$ cat src/rtl/mcg_pkg.sv
`timescale 1ns / 1ps
// ---------------------------------------------------------------------------
// mcg_pkg: shared types, codes and microcode for the multiset combination core
// Holds the transfer payload types, action and status codes, the micro-op
// and branch condition encodings, and the microcode ROM.
// ---------------------------------------------------------------------------
package mcg_pkg;

    localparam int MAX_VALUES_DEF = 8;
    localparam int VALUE_BITS_DEF = 16;

    localparam int OUT_SLOTS  = 8;
    localparam int SLOT_W     = 3;
    localparam int SLOT_CNT_W = 4;
    localparam int K_W        = 4;
    localparam int ELEM_W     = 16;
    localparam int IN_VAL_W   = 16;
    localparam int UPC_W      = 5;

    typedef logic [UPC_W-1:0] upc_t;

    typedef enum logic [1:0] {
        ACT_CLEAR = 2'd0,
        ACT_LOAD  = 2'd1,
        ACT_NEXT  = 2'd2,
        ACT_SPARE = 2'd3
    } action_t;

    typedef enum logic [2:0] {
        ST_CLEARED   = 3'd0,
        ST_LOADED    = 3'd1,
        ST_COMBO     = 3'd2,
        ST_EXHAUSTED = 3'd3,
        ST_FULL      = 3'd4
    } status_t;

    typedef struct packed {
        logic [1:0]          action;
        logic [IN_VAL_W-1:0] value;
    } in_item_t;

    typedef struct packed {
        logic [2:0]        status;
        logic [K_W-1:0]    tuple_length;
        logic [ELEM_W-1:0] elem0;
        logic [ELEM_W-1:0] elem1;
        logic [ELEM_W-1:0] elem2;
        logic [ELEM_W-1:0] elem3;
        logic [ELEM_W-1:0] elem4;
        logic [ELEM_W-1:0] elem5;
        logic [ELEM_W-1:0] elem6;
        logic [ELEM_W-1:0] elem7;
    } out_item_t;

    typedef enum logic [4:0] {
        UOP_NOP,
        UOP_CLEAR,
        UOP_LD_INIT,
        UOP_RD_POSM1,
        UOP_LD_SHIFT,
        UOP_LD_PUT,
        UOP_ST_FULL,
        UOP_START,
        UOP_INIT_IDX,
        UOP_P_LOAD,
        UOP_P_DEC,
        UOP_RD_CUR,
        UOP_CAP_CUR,
        UOP_RD_J,
        UOP_J_INC,
        UOP_SET_IDX,
        UOP_G_INIT,
        UOP_RD_IDX,
        UOP_G_CAP,
        UOP_SET_EXH,
        UOP_ST_EXH,
        UOP_EMIT
    } uop_t;

    typedef enum logic [3:0] {
        C_NEVER,
        C_ALWAYS,
        C_FULL,
        C_POS_ZERO,
        C_RD_LE_V,
        C_EXH,
        C_STARTED,
        C_FIRST_BAD,
        C_P_ZERO,
        C_J_GE_N,
        C_RD_NE_CV,
        C_FIT_BAD,
        C_I_GE_K,
        C_OUT_BUSY
    } cond_t;

    typedef struct packed {
        uop_t  op;
        cond_t cond;
        upc_t  tgt;
    } ucode_t;

    // sequencer to datapath
    typedef struct packed {
        logic start;
        logic emit;
        uop_t op;
    } seq_ctl_t;

    // datapath to sequencer
    typedef struct packed {
        logic full;
        logic pos_zero;
        logic rd_le_v;
        logic exh;
        logic started;
        logic first_bad;
        logic p_zero;
        logic j_ge_n;
        logic rd_ne_cv;
        logic fit_bad;
        logic i_ge_k;
    } dp_flags_t;

    // microcode addresses
    localparam upc_t U_CLR      = 5'd0;
    localparam upc_t U_LD       = 5'd1;
    localparam upc_t U_LD_TEST  = 5'd2;
    localparam upc_t U_LD_RD    = 5'd3;
    localparam upc_t U_LD_CMP   = 5'd4;
    localparam upc_t U_LD_SHIFT = 5'd5;
    localparam upc_t U_LD_PUT   = 5'd6;
    localparam upc_t U_LD_FULL  = 5'd7;
    localparam upc_t U_NX       = 5'd8;
    localparam upc_t U_NX_ST    = 5'd9;
    localparam upc_t U_NX_START = 5'd10;
    localparam upc_t U_NX_INIT  = 5'd11;
    localparam upc_t U_ADV      = 5'd12;
    localparam upc_t U_PLOOP    = 5'd13;
    localparam upc_t U_PDEC     = 5'd14;
    localparam upc_t U_RDCUR    = 5'd15;
    localparam upc_t U_CAPCUR   = 5'd16;
    localparam upc_t U_SCAN     = 5'd17;
    localparam upc_t U_RDJ      = 5'd18;
    localparam upc_t U_CMPJ     = 5'd19;
    localparam upc_t U_JINC     = 5'd20;
    localparam upc_t U_TEST     = 5'd21;
    localparam upc_t U_SETIDX   = 5'd22;
    localparam upc_t U_GINIT    = 5'd23;
    localparam upc_t U_GLOOP    = 5'd24;
    localparam upc_t U_RDIDX    = 5'd25;
    localparam upc_t U_GCAP     = 5'd26;
    localparam upc_t U_EXHSET   = 5'd27;
    localparam upc_t U_EXH      = 5'd28;
    localparam upc_t U_EMIT     = 5'd29;

    function automatic ucode_t ucode_rom(input upc_t a);
        ucode_t w;
        w = '{op: UOP_EMIT, cond: C_OUT_BUSY, tgt: U_EMIT};
        unique case (a)
            // clear
            U_CLR:      w = '{op: UOP_CLEAR,    cond: C_ALWAYS,    tgt: U_EMIT};
            // load: insertion, shifting larger entries up one slot
            U_LD:       w = '{op: UOP_LD_INIT,  cond: C_FULL,      tgt: U_LD_FULL};
            U_LD_TEST:  w = '{op: UOP_NOP,      cond: C_POS_ZERO,  tgt: U_LD_PUT};
            U_LD_RD:    w = '{op: UOP_RD_POSM1, cond: C_NEVER,     tgt: U_CLR};
            U_LD_CMP:   w = '{op: UOP_NOP,      cond: C_RD_LE_V,   tgt: U_LD_PUT};
            U_LD_SHIFT: w = '{op: UOP_LD_SHIFT, cond: C_ALWAYS,    tgt: U_LD_TEST};
            U_LD_PUT:   w = '{op: UOP_LD_PUT,   cond: C_ALWAYS,    tgt: U_EMIT};
            U_LD_FULL:  w = '{op: UOP_ST_FULL,  cond: C_ALWAYS,    tgt: U_EMIT};
            // next combination
            U_NX:       w = '{op: UOP_NOP,      cond: C_EXH,       tgt: U_EXH};
            U_NX_ST:    w = '{op: UOP_NOP,      cond: C_STARTED,   tgt: U_ADV};
            U_NX_START: w = '{op: UOP_START,    cond: C_FIRST_BAD, tgt: U_EXHSET};
            U_NX_INIT:  w = '{op: UOP_INIT_IDX, cond: C_ALWAYS,    tgt: U_GINIT};
            U_ADV:      w = '{op: UOP_P_LOAD,   cond: C_NEVER,     tgt: U_CLR};
            U_PLOOP:    w = '{op: UOP_NOP,      cond: C_P_ZERO,    tgt: U_EXHSET};
            U_PDEC:     w = '{op: UOP_P_DEC,    cond: C_NEVER,     tgt: U_CLR};
            U_RDCUR:    w = '{op: UOP_RD_CUR,   cond: C_NEVER,     tgt: U_CLR};
            U_CAPCUR:   w = '{op: UOP_CAP_CUR,  cond: C_NEVER,     tgt: U_CLR};
            U_SCAN:     w = '{op: UOP_NOP,      cond: C_J_GE_N,    tgt: U_TEST};
            U_RDJ:      w = '{op: UOP_RD_J,     cond: C_NEVER,     tgt: U_CLR};
            U_CMPJ:     w = '{op: UOP_NOP,      cond: C_RD_NE_CV,  tgt: U_TEST};
            U_JINC:     w = '{op: UOP_J_INC,    cond: C_ALWAYS,    tgt: U_SCAN};
            U_TEST:     w = '{op: UOP_NOP,      cond: C_FIT_BAD,   tgt: U_PLOOP};
            U_SETIDX:   w = '{op: UOP_SET_IDX,  cond: C_NEVER,     tgt: U_CLR};
            // gather the chosen values into the result
            U_GINIT:    w = '{op: UOP_G_INIT,   cond: C_NEVER,     tgt: U_CLR};
            U_GLOOP:    w = '{op: UOP_NOP,      cond: C_I_GE_K,    tgt: U_EMIT};
            U_RDIDX:    w = '{op: UOP_RD_IDX,   cond: C_NEVER,     tgt: U_CLR};
            U_GCAP:     w = '{op: UOP_G_CAP,    cond: C_ALWAYS,    tgt: U_GLOOP};
            U_EXHSET:   w = '{op: UOP_SET_EXH,  cond: C_NEVER,     tgt: U_CLR};
            U_EXH:      w = '{op: UOP_ST_EXH,   cond: C_ALWAYS,    tgt: U_EMIT};
            U_EMIT:     w = '{op: UOP_EMIT,     cond: C_OUT_BUSY,  tgt: U_EMIT};
            default:    w = '{op: UOP_EMIT,     cond: C_OUT_BUSY,  tgt: U_EMIT};
        endcase
        return w;
    endfunction

endpackage

$ cat src/rtl/mcg_ram.sv
`timescale 1ns / 1ps
// ---------------------------------------------------------------------------
// mcg_ram: generic single-write, single-read RAM
// One write port and one read port; read data is registered and holds
// while no read is issued.
// ---------------------------------------------------------------------------
module mcg_ram #(
    parameter int WIDTH = 16,
    parameter int DEPTH = 8,
    parameter int AW    = (DEPTH > 1) ? $clog2(DEPTH) : 1
) (
    input  logic             clk,
    input  logic             we,
    input  logic [AW-1:0]    waddr,
    input  logic [WIDTH-1:0] wdata,
    input  logic             re,
    input  logic [AW-1:0]    raddr,
    output logic [WIDTH-1:0] rdata
);

    logic [WIDTH-1:0] mem [DEPTH];
    logic [WIDTH-1:0] rdata_reg;

    always_ff @(posedge clk)
    begin
        if (we)
        begin
            mem[waddr] <= wdata;
        end
        if (re)
        begin
            rdata_reg <= mem[raddr];
        end
    end

    assign rdata = rdata_reg;

endmodule

$ cat src/rtl/mcg_useq.sv
`timescale 1ns / 1ps
// ---------------------------------------------------------------------------
// mcg_useq: microcode sequencer
// Dispatches each accepted request to its microroutine, steps the program
// counter through the ROM and takes conditional jumps on datapath flags.
// ---------------------------------------------------------------------------
module mcg_useq (
    input  logic                 clk,
    input  logic                 rst_n,
    input  logic                 req_valid,
    input  logic [1:0]           action,
    input  mcg_pkg::dp_flags_t   flags,
    input  logic                 out_busy,
    output logic                 req_ready,
    output mcg_pkg::seq_ctl_t    ctl
);
    import mcg_pkg::*;

    typedef enum logic {
        S_IDLE,
        S_RUN
    } state_t;

    state_t state_reg;
    state_t state_next;
    upc_t   upc_reg;
    upc_t   upc_next;
    ucode_t word;
    upc_t   entry;
    logic   take;
    logic   start;
    logic   emit;

    assign word  = ucode_rom(upc_reg);
    assign start = (state_reg == S_IDLE) && req_valid;
    assign emit  = (state_reg == S_RUN) && (word.op == UOP_EMIT) && !out_busy;

    always_comb
    begin
        unique case (action_t'(action))
            ACT_CLEAR: entry = U_CLR;
            ACT_LOAD:  entry = U_LD;
            default:   entry = U_NX;
        endcase
    end

    always_comb
    begin
        unique case (word.cond)
            C_NEVER:     take = 1'b0;
            C_ALWAYS:    take = 1'b1;
            C_FULL:      take = flags.full;
            C_POS_ZERO:  take = flags.pos_zero;
            C_RD_LE_V:   take = flags.rd_le_v;
            C_EXH:       take = flags.exh;
            C_STARTED:   take = flags.started;
            C_FIRST_BAD: take = flags.first_bad;
            C_P_ZERO:    take = flags.p_zero;
            C_J_GE_N:    take = flags.j_ge_n;
            C_RD_NE_CV:  take = flags.rd_ne_cv;
            C_FIT_BAD:   take = flags.fit_bad;
            C_I_GE_K:    take = flags.i_ge_k;
            C_OUT_BUSY:  take = out_busy;
            default:     take = 1'b0;
        endcase
    end

    always_comb
    begin
        state_next = state_reg;
        upc_next   = upc_reg;
        unique case (state_reg)
            S_IDLE:
            begin
                if (req_valid)
                begin
                    state_next = S_RUN;
                    upc_next   = entry;
                end
            end
            S_RUN:
            begin
                if (emit)
                begin
                    state_next = S_IDLE;
                end
                else if (take)
                begin
                    upc_next = word.tgt;
                end
                else
                begin
                    upc_next = upc_reg + upc_t'(1);
                end
            end
            default:
            begin
                state_next = S_IDLE;
            end
        endcase
    end

    always_ff @(posedge clk or negedge rst_n)
    begin
        if (!rst_n)
        begin
            state_reg <= S_IDLE;
            upc_reg   <= U_CLR;
        end
        else
        begin
            state_reg <= state_next;
            upc_reg   <= upc_next;
        end
    end

    assign req_ready = (state_reg == S_IDLE);
    assign ctl.start = start;
    assign ctl.emit  = emit;
    assign ctl.op    = (state_reg == S_RUN) ? word.op : UOP_NOP;

endmodule

$ cat src/rtl/mcg_dpath.sv
`timescale 1ns / 1ps
// ---------------------------------------------------------------------------
// mcg_dpath: datapath for the combination core
// Sorted value store, chosen-index registers, scan counters and the
// result registers, all driven by one micro-op per cycle.
// ---------------------------------------------------------------------------
module mcg_dpath #(
    parameter int MAX_VALUES = mcg_pkg::MAX_VALUES_DEF,
    parameter int VALUE_BITS = mcg_pkg::VALUE_BITS_DEF
) (
    input  logic                       clk,
    input  logic                       rst_n,
    input  mcg_pkg::seq_ctl_t          ctl,
    input  mcg_pkg::in_item_t          req,
    input  logic                       cfg_we,
    input  logic [mcg_pkg::K_W-1:0]    cfg_wdata,
    output mcg_pkg::dp_flags_t         flags,
    output mcg_pkg::out_item_t         result
);
    import mcg_pkg::*;

    localparam int CNT_W = $clog2(MAX_VALUES + 1);
    localparam int IDX_W = (MAX_VALUES > 1) ? $clog2(MAX_VALUES) : 1;
    localparam int SUM_W = CNT_W + K_W;
    localparam int EXT_W = VALUE_BITS + ELEM_W + IN_VAL_W;

    // control state
    logic [CNT_W-1:0]      n_reg, n_next;
    logic                  started_reg, started_next;
    logic                  exh_reg, exh_next;
    logic [K_W-1:0]        k_reg, k_next;
    logic [IDX_W-1:0]      idx_reg [OUT_SLOTS];
    logic [IDX_W-1:0]      idx_next [OUT_SLOTS];

    // working registers
    logic [CNT_W-1:0]      pos_reg, pos_next;
    logic [CNT_W-1:0]      j_reg, j_next;
    logic [SLOT_CNT_W-1:0] p_reg, p_next;
    logic [SLOT_CNT_W-1:0] i_reg, i_next;
    logic [VALUE_BITS-1:0] cv_reg, cv_next;
    logic [VALUE_BITS-1:0] v_reg, v_next;
    status_t               st_reg, st_next;
    logic [K_W-1:0]        len_reg, len_next;
    logic [ELEM_W-1:0]     elem_reg [OUT_SLOTS];
    logic [ELEM_W-1:0]     elem_next [OUT_SLOTS];

    // store port
    logic                  ram_we;
    logic [IDX_W-1:0]      ram_waddr;
    logic [VALUE_BITS-1:0] ram_wdata;
    logic                  ram_re;
    logic [IDX_W-1:0]      ram_raddr;
    logic [VALUE_BITS-1:0] rdata;

    logic [SLOT_CNT_W-1:0] idx_sel;
    logic [IDX_W-1:0]      idx_rd;
    logic [CNT_W-1:0]      pos_m1;
    logic [EXT_W-1:0]      v_ext;
    logic [EXT_W-1:0]      r_ext;
    logic [SUM_W-1:0]      fit_sum;

    mcg_ram #(
        .WIDTH (VALUE_BITS),
        .DEPTH (MAX_VALUES)
    ) u_store (
        .clk   (clk),
        .we    (ram_we),
        .waddr (ram_waddr),
        .wdata (ram_wdata),
        .re    (ram_re),
        .raddr (ram_raddr),
        .rdata (rdata)
    );

    assign idx_sel = (ctl.op == UOP_RD_IDX) ? i_reg : p_reg;
    assign idx_rd  = idx_reg[idx_sel[SLOT_W-1:0]];
    assign pos_m1  = pos_reg - CNT_W'(1);
    assign v_ext   = EXT_W'(req.value);
    assign r_ext   = EXT_W'(rdata);
    // last index the tail would need if position p took index j
    assign fit_sum = SUM_W'(j_reg) + SUM_W'(k_reg) - SUM_W'(p_reg) - SUM_W'(1);

    assign flags.full      = (n_reg == CNT_W'(MAX_VALUES));
    assign flags.pos_zero  = (pos_reg == '0);
    assign flags.rd_le_v   = (rdata <= v_reg);
    assign flags.exh       = exh_reg;
    assign flags.started   = started_reg;
    assign flags.first_bad = (SUM_W'(k_reg) > SUM_W'(n_reg))
                          || (SUM_W'(k_reg) > SUM_W'(OUT_SLOTS));
    assign flags.p_zero    = (p_reg == '0);
    assign flags.j_ge_n    = (j_reg >= n_reg);
    assign flags.rd_ne_cv  = (rdata != cv_reg);
    assign flags.fit_bad   = (fit_sum >= SUM_W'(n_reg));
    assign flags.i_ge_k    = (SUM_W'(i_reg) >= SUM_W'(k_reg));

    always_comb
    begin
        n_next       = n_reg;
        started_next = started_reg;
        exh_next     = exh_reg;
        k_next       = k_reg;
        idx_next     = idx_reg;
        pos_next     = pos_reg;
        j_next       = j_reg;
        p_next       = p_reg;
        i_next       = i_reg;
        cv_next      = cv_reg;
        v_next       = v_reg;
        st_next      = st_reg;
        len_next     = len_reg;
        elem_next    = elem_reg;
        ram_we       = 1'b0;
        ram_waddr    = pos_reg[IDX_W-1:0];
        ram_wdata    = v_reg;
        ram_re       = 1'b0;
        ram_raddr    = idx_rd;

        if (ctl.start)
        begin
            v_next   = v_ext[VALUE_BITS-1:0];
            len_next = '0;
            for (int q = 0; q < OUT_SLOTS; q++)
            begin
                elem_next[q] = '0;
            end
        end

        // a new subset size restarts the enumeration
        if (cfg_we)
        begin
            k_next       = cfg_wdata;
            started_next = 1'b0;
            exh_next     = 1'b0;
        end

        unique case (ctl.op)
            UOP_CLEAR:
            begin
                n_next       = '0;
                started_next = 1'b0;
                exh_next     = 1'b0;
                st_next      = ST_CLEARED;
            end
            UOP_LD_INIT:
            begin
                pos_next = n_reg;
            end
            UOP_RD_POSM1:
            begin
                ram_re    = 1'b1;
                ram_raddr = pos_m1[IDX_W-1:0];
            end
            UOP_LD_SHIFT:
            begin
                ram_we    = 1'b1;
                ram_wdata = rdata;
                pos_next  = pos_m1;
            end
            UOP_LD_PUT:
            begin
                ram_we       = 1'b1;
                n_next       = n_reg + CNT_W'(1);
                started_next = 1'b0;
                exh_next     = 1'b0;
                st_next      = ST_LOADED;
            end
            UOP_ST_FULL:
            begin
                st_next = ST_FULL;
            end
            UOP_START:
            begin
                started_next = 1'b1;
            end
            UOP_INIT_IDX:
            begin
                for (int q = 0; q < OUT_SLOTS; q++)
                begin
                    idx_next[q] = IDX_W'(q);
                end
            end
            UOP_P_LOAD:
            begin
                p_next = SLOT_CNT_W'(k_reg);
            end
            UOP_P_DEC:
            begin
                p_next = p_reg - SLOT_CNT_W'(1);
            end
            UOP_RD_CUR:
            begin
                ram_re = 1'b1;
                j_next = CNT_W'(idx_rd) + CNT_W'(1);
            end
            UOP_CAP_CUR:
            begin
                cv_next = rdata;
            end
            UOP_RD_J:
            begin
                ram_re    = 1'b1;
                ram_raddr = j_reg[IDX_W-1:0];
            end
            UOP_J_INC:
            begin
                j_next = j_reg + CNT_W'(1);
            end
            UOP_SET_IDX:
            begin
                // position p takes j, the tail follows on consecutive indices
                for (int q = 0; q < OUT_SLOTS; q++)
                begin
                    if (SLOT_CNT_W'(q) >= p_reg)
                    begin
                        idx_next[q] = IDX_W'(SUM_W'(j_reg) + SUM_W'(q) - SUM_W'(p_reg));
                    end
                end
            end
            UOP_G_INIT:
            begin
                i_next   = '0;
                st_next  = ST_COMBO;
                len_next = k_reg;
            end
            UOP_RD_IDX:
            begin
                ram_re = 1'b1;
            end
            UOP_G_CAP:
            begin
                elem_next[i_reg[SLOT_W-1:0]] = r_ext[ELEM_W-1:0];
                i_next = i_reg + SLOT_CNT_W'(1);
            end
            UOP_SET_EXH:
            begin
                exh_next = 1'b1;
            end
            UOP_ST_EXH:
            begin
                st_next = ST_EXHAUSTED;
            end
            default:
            begin
            end
        endcase
    end

    always_ff @(posedge clk or negedge rst_n)
    begin
        if (!rst_n)
        begin
            n_reg       <= '0;
            started_reg <= 1'b0;
            exh_reg     <= 1'b0;
            k_reg       <= K_W'(1);
            for (int q = 0; q < OUT_SLOTS; q++)
            begin
                idx_reg[q] <= '0;
            end
        end
        else
        begin
            n_reg       <= n_next;
            started_reg <= started_next;
            exh_reg     <= exh_next;
            k_reg       <= k_next;
            idx_reg     <= idx_next;
        end
    end

    always_ff @(posedge clk)
    begin
        pos_reg  <= pos_next;
        j_reg    <= j_next;
        p_reg    <= p_next;
        i_reg    <= i_next;
        cv_reg   <= cv_next;
        v_reg    <= v_next;
        st_reg   <= st_next;
        len_reg  <= len_next;
        elem_reg <= elem_next;
    end

    assign result.status       = st_reg;
    assign result.tuple_length = len_reg;
    assign result.elem0        = elem_reg[0];
    assign result.elem1        = elem_reg[1];
    assign result.elem2        = elem_reg[2];
    assign result.elem3        = elem_reg[3];
    assign result.elem4        = elem_reg[4];
    assign result.elem5        = elem_reg[5];
    assign result.elem6        = elem_reg[6];
    assign result.elem7        = elem_reg[7];

    a_count_bound: assert property (@(posedge clk) disable iff (!rst_n)
        n_reg <= CNT_W'(MAX_VALUES))
        else $error("value count beyond store depth");

    a_exh_started: assert property (@(posedge clk) disable iff (!rst_n)
        exh_reg |-> started_reg)
        else $error("exhausted without a started enumeration");

    a_gather_bound: assert property (@(posedge clk) disable iff (!rst_n)
        (ctl.op == UOP_G_CAP) |-> (SUM_W'(i_reg) < SUM_W'(k_reg)))
        else $error("gather past subset size");

    a_setidx_bound: assert property (@(posedge clk) disable iff (!rst_n)
        (ctl.op == UOP_SET_IDX) |-> (SUM_W'(p_reg) < SUM_W'(k_reg)))
        else $error("index update at position outside the tuple");

endmodule

$ cat src/rtl/multiset_combination_generator_core.sv
`timescale 1ns / 1ps
// ---------------------------------------------------------------------------
// multiset_combination_generator_core: distinct multiset combinations
// Sorted value store with a microcoded enumerator of distinct, nondecreasing
// subset_size tuples in lexicographic order.
// ---------------------------------------------------------------------------
// Usage:
//   Request channel (req_valid/req_ready/req_data) carries one action per
//   transfer: clear, load value, or next combination. Each accepted request
//   produces exactly one response transfer on rsp_valid/rsp_ready/rsp_data.
//   cfg_we/cfg_wdata write subset_size; write it only while idle. Any write
//   restarts the enumeration.
// Flow:
//   One request at a time; req_ready is high while the sequencer is idle,
//   so the next request can transfer in the same cycle that rsp_valid rises.
//   Load into a full store only reports full; otherwise each stored value
//   above the new one moves up a slot. Next tries positions from the last
//   down, skipping stored values equal to the current one, and reports
//   exhausted once no position is left or when no tuple fits at all.
//   The value store has a single read port with registered read data, so
//   every store access is a read step followed by a step that uses it.
// Reset and stall:
//   Reset empties the store, sets subset_size to 1 and clears the
//   enumeration. The response register holds a finished result while the
//   receiver stalls; the next request is still taken and worked on, and
//   its result waits in the sequencer until the register frees.
// ---------------------------------------------------------------------------
module multiset_combination_generator_core #(
    parameter int MAX_VALUES = mcg_pkg::MAX_VALUES_DEF,
    parameter int VALUE_BITS = mcg_pkg::VALUE_BITS_DEF
) (
    input  logic                    clk,
    input  logic                    rst_n,
    input  logic                    req_valid,
    output logic                    req_ready,
    input  mcg_pkg::in_item_t       req_data,
    output logic                    rsp_valid,
    input  logic                    rsp_ready,
    output mcg_pkg::out_item_t      rsp_data,
    input  logic                    cfg_we,
    input  logic [mcg_pkg::K_W-1:0] cfg_wdata
);
    import mcg_pkg::*;

    seq_ctl_t  ctl;
    dp_flags_t flags;
    out_item_t result;
    logic      out_busy;
    logic      rsp_valid_reg;
    out_item_t rsp_data_reg;

    assign out_busy = rsp_valid_reg && !rsp_ready;

    mcg_useq u_useq (
        .clk       (clk),
        .rst_n     (rst_n),
        .req_valid (req_valid),
        .action    (req_data.action),
        .flags     (flags),
        .out_busy  (out_busy),
        .req_ready (req_ready),
        .ctl       (ctl)
    );

    mcg_dpath #(
        .MAX_VALUES (MAX_VALUES),
        .VALUE_BITS (VALUE_BITS)
    ) u_dpath (
        .clk       (clk),
        .rst_n     (rst_n),
        .ctl       (ctl),
        .req       (req_data),
        .cfg_we    (cfg_we),
        .cfg_wdata (cfg_wdata),
        .flags     (flags),
        .result    (result)
    );

    // response register: load on emit, drop after the transfer
    always_ff @(posedge clk or negedge rst_n)
    begin
        if (!rst_n)
        begin
            rsp_valid_reg <= 1'b0;
        end
        else if (ctl.emit)
        begin
            rsp_valid_reg <= 1'b1;
        end
        else if (rsp_ready)
        begin
            rsp_valid_reg <= 1'b0;
        end
    end

    always_ff @(posedge clk)
    begin
        if (ctl.emit)
        begin
            rsp_data_reg <= result;
        end
    end

    assign rsp_valid = rsp_valid_reg;
    assign rsp_data  = rsp_data_reg;

    a_busy_after_accept: assert property (@(posedge clk) disable iff (!rst_n)
        (req_valid && req_ready) |=> !req_ready)
        else $error("request taken while a request is in progress");

    a_rsp_from_emit: assert property (@(posedge clk) disable iff (!rst_n)
        $rose(rsp_valid_reg) |-> $past(ctl.emit))
        else $error("response raised without an emit step");

endmodule
$ cat config.mk
export PLATFORM = sky130hd
export DESIGN_NAME = multiset_combination_generator_core
export DESIGN_NICKNAME = d
export VERILOG_FILES = /design/src/rtl/mcg_pkg.sv /design/src/rtl/mcg_ram.sv /design/src/rtl/mcg_useq.sv /design/src/rtl/mcg_dpath.sv /design/src/rtl/multiset_combination_generator_core.sv
export SDC_FILE = /design/constraint.sdc
export NUM_CORES = 1
export LEC_CHECK = 0
export CAP_MARGIN = 20
export CORE_AREA = 2 2 201 203
export CTS_CLUSTER_DIAMETER = 80
export CTS_CLUSTER_SIZE = 30
export DETAILED_ROUTE_END_ITERATION = 12
export DIE_AREA = 0 0 203 205
export DONT_BUFFER_PORTS = 1
export PLACE_DENSITY = 0.7
export REMOVE_ABC_BUFFERS = 1
export SYNTH_ARGS = -nofsm -noshare
export SYNTH_HDL_FRONTEND = slang
export SYNTH_SLANG_ARGS = --single-unit
$ cat constraint.sdc
create_clock -name clk -period 15.34 [get_ports clk]
set_input_delay 1.534 -clock clk [delete_from_list [all_inputs] [get_ports clk]]
set_output_delay 1.534 -clock clk [all_outputs]
set_load 0.01 [all_outputs]
* Yosys cells after proc, flatten, opt, wreduce, memory -nomap -nowiden
Memory sizes are Yosys's and may differ from the RTL's. A register that Yosys moved wholly into a read port is not among the register bits.
Index checks and enable logic that the tools add are counted.
** Operators by class
- Equality and inequality tests :: 47
- Reductions and logical operators :: 34
- Bitwise operators :: 3
- $lt $le $gt $ge :: 17
- Add/sub/neg operators :: 25
- Multiplexer cells :: 47
** Operators by type and width (number)
- $mux 128 :: 2
- $bwmux 128 :: 1
- $demux 16 s3 :: 1
- $pmux 24 s2 :: 1
- $pmux 4 s2 :: 6
- $eq 5x4->1 const B :: 8
- $mux 3 :: 11
- $mux 16 :: 2
- $eq 5x5->1 const B :: 6
- $eq 4x4->1 const B :: 7
- $sub 3x3->3 :: 8
- $eq 5x3->1 const B :: 4
- $mux 5 :: 4
- $reduce_and 2->1 :: 9
- $eq 4x3->1 const B :: 4
- $ge 3x4->1 const A :: 4
- $le 16x16->1 :: 1
- $ne 16x16->1 :: 1
- $ne 2x1->1 const B :: 8
- $reduce_bool 2->1 :: 8
- $pmux 3 s5 :: 1
- $pmux 1 s13 :: 1
- $add 3x3->3 const B :: 4
- $add 4x1->4 const B :: 3
- 39 further kinds :: 68
** Storage, ports and cells
- RAM bits :: 128
- Output and inout port bits :: 137
- Bits of input ports :: 27
- ROM bits :: 448
- Register bits :: 359
- Logic and storage cells :: 216
- Memories :: 2
** Memories
- (no name shown) :: words 32, width 14, read ports 1, clocked after Yosys merged registers in 0, write ports 0, RTL line mcg_pkg.sv:160 : unique case (a)
- u_dpath.u_store.mem :: words 8, width 16, read ports 1, clocked after Yosys merged registers in 1, write ports 1, RTL line mcg_ram.sv:21 : logic [WIDTH-1:0] mem [DEPTH];

* Longest topological paths before layout
Gate-level depths: netlist (run 1).
An unclocked memory read counts as a cell.
- Depth in word-level cells :: 10
- Gate-level depth with buffers :: 18
- Depth with buffers taken out :: 16

* Cells and area by module
A second synthesis (run 1) with hierarchy kept.
** Second synthesis, totals
- Cells, all modules :: 1687
- Area total of the unflattened synthesis :: 21640.8 µm²
** Modules (own cells, without submodules)
- mcg_dpath :: instances 1, seq. area each 5066.1 µm², area an instance 10755.3 µm², cells each 1163
- mcg_ram :: instances 1, seq. area each 4324.1 µm², area an instance 5454.0 µm², cells each 214
- multiset_combination_generator_core :: instances 1, seq. area each 4078.9 µm², area an instance 4098.9 µm², cells each 138
- mcg_useq :: instances 1, seq. area each 150.1 µm², area an instance 1332.5 µm², cells each 172

* Worst setup path before layout (run 1)
No wires, ideal clock.
- Path type :: register to register
- Start :: register u_useq.upc_reg[0]
- End :: register u_useq.upc_reg[0]
- Data required time :: 15220 ps
- Clock period less this slack :: 13359 ps
- Arrival :: 13238 ps
- Setup slack :: 1981 ps
- Buffers on the path :: 3
- Setup time :: 120 ps
- Cell stages (with the launch flop) :: 16
- Cells stage by stage :: dfrtp_1 -> buf_2 -> inv_1 -> ha_1 -> nor3b_2 -> a211o_1 -> a22oi_1 -> clkbuf_1 -> nand2_1 -> nor3b_1 -> nand2b_1 -> clkbuf_1 -> a21oi_1 -> nor2_1 -> nor2_1 -> a31o_2
** Between the ends
- Longest elaborated chain between the ends :: 6
- Elaborated cells on any way between the ends :: 24
- Classes of those cells :: add/sub (1); eq/ne (15); mux (4); reduce/logical (3); memory (1)
** Ends and longest elaborated chain
- from (decl) :: RTL line mcg_useq.sv:26 : upc_t upc_reg;
- from (signal assigned) :: RTL line mcg_useq.sv:113 : upc_reg <= upc_next;
- $mem_v2 32x14
- $eq 5x5->1 :: RTL line mcg_useq.sv:36 : assign emit = (state_reg == S_RUN) && (word.op == UOP_EMIT) && !out_busy;
- $logic_and 1x1->1 (2 in series) :: RTL line mcg_useq.sv:36
- via u_useq.emit :: RTL line mcg_useq.sv:32 : logic emit;
- $ne 2x2->1 (no source line)
- $reduce_and 2->1 (no source line)
The timed path passes the listed nets, and every way through them passes these cells. The select of a mux whose other input is x is not followed.
A chain may end at the register's enable or synchronous reset.

* Worst setup path in the final report (run 1)
- Start :: register u_useq.upc_reg[2]
- End :: register u_dpath.u_store.rdata_reg[5], in the netlist u_dpath.u_store.rdata[5], read port of u_dpath.u_store.mem, data pin
** Between the ends
- Longest elaborated chain between the ends :: 9
- Elaborated cells on any way between the ends :: 14
- Classes of those cells :: eq/ne (4); mux (7); bitwise (1); reduce/logical (1); memory (1)
** Ends and longest elaborated chain
- $mem_v2 32x14 (*)
- $mux 5 (*) :: RTL line mcg_useq.sv:120 : assign ctl.op = (state_reg == S_RUN) ? word.op : UOP_NOP;
- $eq 5x5->1 :: RTL line mcg_dpath.sv:75, mcg_dpath.sv:136
- $mux 3 :: RTL line mcg_dpath.sv:75 : assign idx_sel = (ctl.op == UOP_RD_IDX) ? i_reg : p_reg;
- $not 3->4 (not written as such) :: RTL line mcg_dpath.sv:76 : assign idx_rd = idx_reg[idx_sel[SLOT_W-1:0]];
- $bmux 3 s3 :: RTL line mcg_dpath.sv:76
- $mux 3 (not written as such) (2 in series) :: RTL line mcg_dpath.sv:76
- $pmux 3 s2 :: RTL line mcg_dpath.sv:136 : unique case (ctl.op)
- to (decl) :: RTL line mcg_ram.sv:22 : logic [WIDTH-1:0] rdata_reg;
Mark *: on every way between the ends. The rest lies on a longest branch, timed or not. The select of a mux whose other input is x is not followed.

==> flow_summary.yaml, run 1 <==
run_status:
  status: "completed"
routing:
  drc: 0
  vias: 13130
  drt-total-wl_um: 48400
  antenna_left: 0
  routedWlPerCell_um: 21.55
  first_pass_iters: 7
  vias_per_cell: 5.844
  drt_iter0_markers: 915
sta:
  hold_violations: 0
  setup_viol: 0
  finalCritPeriodShare_pct: 37.31
  grt_setup_unrepaired: "no"
  relSlewSlack_pct: 25.38
  tightest_slew_ns: 1.119
  tns_ns: 0
  whs_ns: 0.4312
  fin_crit_ns: 5.723
  skew_ns: 0.02811
  timing.fmax_mhz: 174.7
  slew_violations: 0
global_route:
  grt_pass1_wl_um: 73440
  track_usage_pct: 23.00
  antenna_found_initial: 0
  grt_pass1_vias: 12450
  grt_max_degree: 82
  grt_overflow: 0
hold_path:
  whs_path_depth: 0
  min_to: "rsp_data[134]"
  min_path_type: "register to register"
  min_from: "u_dpath.st_reg[2]"
final_layout:
  seqCellArea_mm2: 0.01362
  area_growth_pct: 6.403
  multiInputGateArea_mm2: 0.007113
  fill_cells: 3121
  drive_gt1_share_pct: 8.425
  final_area_mm2: 0.02275
  final_common_cell: "edfxtp_1"
  fin_cells: 2246
  largest_reg_flops: 135
  nNetsFinal: 1808
  n_antenna_cell: 0
  final_cell_mix: "334 x edfxtp_1, 319 x nand2_1, 128 x dfxtp_1"
clock_tree:
  cts_buffers: 23
  cts-hold-fix-buffers: 0
  cts_resized: 0
  cts_setup_buffers: 0
  clock-sinks: 503
  cts_tree: "yes"
  cts_root_buffer: "clkbuf_16"
  clk_pin_slew_ns: 0.11
  htreeDepth: 1
  cts.path.max_buffers: 3
  clk_latency_ns: 0.58
synth:
  ys_ff_latch: 503
  yosys_warnings: 0
  synth_cells: 1733
  netlist_area_mm2: 0.02138
  avgSynthCellArea_um2: 12.34
  synthArstFlopShare_pct: 8.151
  synth_top_area_share_pct: 46.92
  ys_types: 84
  synth_edf_count: 334
  ys.flop_type: "edfxtp_1"
  seq_area_frac_synth_pct: 63.71
  synthTopCellsByArea: "edfxtp_1 47%, dfxtp_1 12%, nand2_1 5.6%"
  synth_top_area_cell: "edfxtp_1"
place:
  placed_cells: 2198
  port_buffers: 0
  placed_area_mm2: 0.02190
  post-dp-hpwl_um: 32120
  place_congestion: 0.9172
worst_setup_path:
  worstPathMaxFanout: 64
  crit_path_start_kind: "register"
  cp-end-kind: "register"
  reg2regPathDepth: 14
  rr_endpoint: "u_dpath.u_store.rdata[5]"
  crit_type: "register to register"
  required_ns: 15.69
  arrival_ns: 6.07
  regToRegStartpoint: "u_useq.upc_reg[2]"
  r2r_setup_slack_ns: 9.62
power:
  peakVddDrop_mv: 0.1248
  p_per_area_mw_per_mm2: 204.4
  leakagePower_uw: 0.008571
floorplanning:
  die_area_mm2: 0.04162
  num_io_pins: 164
  initial_core_util_pct: 54.30
  die_h_um: 205
  die_w_um: 203
  core-area_mm2: 0.03937
  rows: 73
flow_run:
  max-cap-violations: 0
[Yosys cell counts (all sizes together) (14+ instances only)]
cell,count
ha,71
edfxtp,334
buf,27
xor2,22
nand2,321
inv,63
nor3,18
nor2,67
mux2,45
nand3,80
dfxtp,128
xnor2,14
mux2i,116
o21ai,114
a21oi,31
nand2b,17
clkbuf,67
dfrtp,40
[cells by family (layout without fill, tap and decap cells)]
group | count (synthesis) | count (layout) | synth area share (%)
simple gates | 551 | 551 | 11.22
flops | 503 | 503 | 63.71
compound gates | 245 | 245 | 7.439
mux | 163 | 163 | 8.048
buf+inv | 158 | 146 | 3.389
fa+ha+maj | 77 | 77 | 4.718
xor+xnor | 36 | 36 | 1.475
[critical path, stage by stage, from the launching register on]
cell and delay [ns]:
dfrtp_1 0.97, inv_1 0.41, ha_1 0.33, and3_4 0.15, a41oi_2 0.20, o31ai_2 0.09
buf_4 0.20, or4_1 0.68, a21boi_1 0.26, o32ai_2 0.15, o41ai_4 0.37, buf_4 0.85
mux2i_1 0.31, mux2i_1 0.12, mux2_2 0.28
[worst max-delay path by stage]
stage / slack [ns] / start / end
floorplan: 1.79 / u_useq.upc_reg[2] / u_useq.upc_reg[0]
global placement: 9.97 / u_useq.upc_reg[2] / u_dpath.u_store.rdata[7]
detailed placement: 9.67 / u_useq.upc_reg[2] / u_dpath.u_store.rdata[5]
CTS: 9.70 / u_useq.upc_reg[2] / u_dpath.u_store.rdata[5]
global route: 9.29 / u_useq.upc_reg[2] / u_dpath.u_store.rdata[2]
finish: 9.62 / u_useq.upc_reg[2] / u_dpath.u_store.rdata[5]
[final cells by class]
class / instances / area share, %
flip-flops and latches: 503 / 59.88
clock inverters: 6 / 0.5776
clock buffers: 36 / 2.745
inverters: 64 / 1.056
well taps: 525 / 2.888
multi-input cells: 1072 / 31.27
repair buffers: 40 / 1.584
[per-stage QoR]
stage / power [µW] / worst slack, ns / util (%)
after CTS: 4657 / 9.697 / 57.56
after global routing: 4913 / 9.291 / 57.78
after floorplan: 3391 / 1.794 / -
after global placement: 3854 / 9.968 / 55.57
final: 4650 / 9.617 / 57.78
after detailed placement: 3923 / 9.669 / 55.64
[power by group]
part	internal, µW	total, µW	switching (µW)	leakage (µW)
combinational	729	1880	1150	0.00363
sequential	1840	2030	185	0.00459
clock	303	738	435	0.000352
[per-layer routing]
layer	wire length, µm	global-route usage, %	vias to the layer above
met2	22860	37.96	424
met4	1208	6.491	0
met1	21670	32.56	6520
li1	-	-	6116
met5	0	0	-
met3	2662	2.418	66
Note: power is estimated with default switching activity, not from simulation.
==> inputs of run 2 (changes only) <==
ABC_AREA = 1   (was default)
PLACE_DENSITY = 0.72   (was 0.7)
clock period = 4.7 ns   (was 15.34 ns; I/O delays follow)
==> run 2 against run 1 <==
  * Hold slack lost 0.40 ns
  * Wire length down 1.1%
  * Via count grew 7.4%
  * Synthesized cell count increased by 16%
  * Clock-buffer cell count is 3 lower
  * Register-to-register slack lost 9.2 ns
  * Non-clock buffer count is 10 higher
  * Utilization is 0.72 points higher
  * Flip-flop and latch count unchanged
  * Global-route usage fell by 0.18 points
  * Maximum frequency grew 34%
  * Largest cell class unchanged
==> flow_summary.yaml, run 2 <==
clock_tree:
  cts.path.max_buffers: 3
  cts_root_buffer: "clkbuf_16"
  clock-sinks: 503
  cts_resized: 0
  cts_buffers: 26
  clk_latency_ns: 0.59
  cts_setup_buffers: 0
  htreeDepth: 1
  clk_pin_slew_ns: 0.11
  cts_tree: "yes"
  cts-hold-fix-buffers: 20
final_layout:
  largest_reg_flops: 135
  n_antenna_cell: 0
  nNetsFinal: 2115
  final_common_cell: "edfxtp_1"
  final_cell_mix: "334 x edfxtp_1, 331 x nand3_1, 297 x nand2_1"
  fin_util_pct: 58.50
  drive_gt1_share_pct: 6.253
  fill_cells: 3201
  area_growth_pct: 7.720
  fin_cells: 2556
sta:
  hold_violations: 0
  whs_ns: 0.02978
  skew_ns: 0.04353
  fin_crit_ns: 4.271
  setup_viol: 0
  timing.fmax_mhz: 234.1
  tightest_slew_ns: 1.011
  relSlewSlack_pct: 32.61
  finalCritPeriodShare_pct: 90.88
  slew_violations: 0
  grt_setup_unrepaired: "no"
run_status:
  status: "completed"
worst_setup_path:
  cp-end-kind: "register"
  worstPathMaxFanout: 8
  crit_type: "register to register"
  crit_path_start_kind: "register"
  required_ns: 5.15
  arrival_ns: 4.72
power:
  intPower_uw: 9623
  p_per_area_mw_per_mm2: 732.7
  switching_share_pct: 42.97
  fin_total_pwr_uw: 16870
  combPwrFrac_pct: 42.8
  leakagePower_uw: 0.009361
  peakVddDrop_mv: 0.5663
  p_sw_uw: 7249
  p_seq_share_pct: 41.2
  power_frac_clock_pct: 16.0
synth:
  netlist_area_mm2: 0.02138
  synth_edf_count: 334
  synthArstFlopShare_pct: 8.151
  synth_top_area_share_pct: 46.92
  ys_ff_latch: 503
  ys_types: 50
  avgSynthCellArea_um2: 10.62
  synth_commonest_cells: "334 x edfxtp_1, 331 x nand3_1, 298 x nand2_1"
  seq_area_frac_synth_pct: 63.71
  synthTopCellsByArea: "edfxtp_1 47%, dfxtp_1 12%, nand3_1 7.7%"
  ys.flop_type: "edfxtp_1"
  synth_cells: 2013
  synth.most_common_cell: "edfxtp_1"
  yosys_warnings: 0
  synth_top_area_cell: "edfxtp_1"
global_route:
  grt_pass1_vias: 13240
  grt_max_degree: 136
  grt_pass1_wl_um: 74160
  track_usage_pct: 22.83
  grt_overflow: 0
  antenna_found_initial: 2
hold_path:
  min_path_type: "input port to register"
routing:
  drt_iter0_markers: 1161
  drt-total-wl_um: 47850
  drc: 0
  routedWlPerCell_um: 18.72
  vias_per_cell: 5.514
  antenna_left: 0
  first_pass_iters: 5
  vias: 14100
floorplanning:
  rows: 73
  core-area_mm2: 0.03937
  initial_core_util_pct: 54.31
  die_w_um: 203
  num_io_pins: 164
  die_h_um: 205
  die_area_mm2: 0.04162
place:
  port_buffers: 0
  place_congestion: 0.9233
  placed_cells: 2488
  post-dp-hpwl_um: 31560
flow_run:
  max-cap-violations: 0
==> run 2: routing by layer <==
layer  up-vias  track usage [%]  part of all wire (%)
li1       6800                -                     -
met3        71            2.561                   6.4
met5         -                0                 0.027
met4         2            5.892                   2.1
met2       539            37.83                    47
met1      6683            32.31                    45
==> run 2: final cells by class <==
class	count	area, µm²	area share [%]
Inverter	281	1057	4.591
Clock buffer	33	698.2	3.032
Multi-Input combinational cell	1149	6301	27.36
Tap cell	525	656.9	2.852
Clock inverter	15	240.2	1.043
Timing Repair Buffer	50	455.4	1.978
Sequential cell	503	13620	59.14
==> run 2: final timing paths <==
check	start	endpoint	slack, ns	cells past startpoint
hold reg to reg	u_dpath.st_reg[1]	rsp_data[133]	0.40	0
setup reg to reg	u_dpath.j_reg[1]	u_useq.upc_reg[3]	0.43	22
setup / recovery	u_dpath.j_reg[1]	u_useq.upc_reg[3]	0.43	22
hold / removal	cfg_we	u_dpath.k_reg[2]	0.03	2
min in group asynchronous	rst_n	u_dpath.exh_reg	0.37	2
max in group asynchronous	rst_n	u_dpath.k_reg[0]	4.04	2
==> run 2: critical path, cell delays in order, from the launching register on <==
cell and delay (ns):
edfxtp_1 0.55, inv_1 0.16, fa_1 0.52, inv_1 0.07, fa_1 0.59, inv_1 0.06
ha_1 0.28, inv_1 0.04, ha_1 0.26, a21boi_0 0.12, o21a_1 0.16, o21ai_0 0.14
nand2_1 0.07, a31oi_1 0.14, nand3_1 0.09, nand2_1 0.07, nand2_1 0.05, nand2_1 0.15
nand2_1 0.20, nand2_1 0.10, o21ai_0 0.10, o21ai_0 0.17, nand2_1 0.07
==> run 2: through the flow <==
stage | setup TNS (ns) | cell area (µm²) | worst slack [ns]
global placement | 0 | 21870 | 0.6549
CTS | 0 | 23030 | 0.4986
detailed placement | 0 | 21870 | 0.5337
global route | 0 | 23030 | 0.1649
floorplan | -454.84 | 20940 | -3.629
finish | 0 | 23030 | 0.4288
==> run 2: cell families after synthesis <==
group           Yosys count  synth area share, %
simple gates            761                16.07
flops                   503                63.71
compound gates          274                6.947
fa+ha+maj                77                4.717
buf+inv                 361                6.994
xor+xnor                 33                1.352
mux                       4               0.2107
==> run 2: power by group through the flow <==
stage	sequential, µW	combinational [µW]	clock (µW)
6_report	6960	7220	2690
5_1_grt	7060	8150	2910
4_1_cts	6950	7160	2750
3_5_place_dp	7050	7090	0
3_3_place_gp	7010	6900	0
2_1_floorplan	6820	5070	0
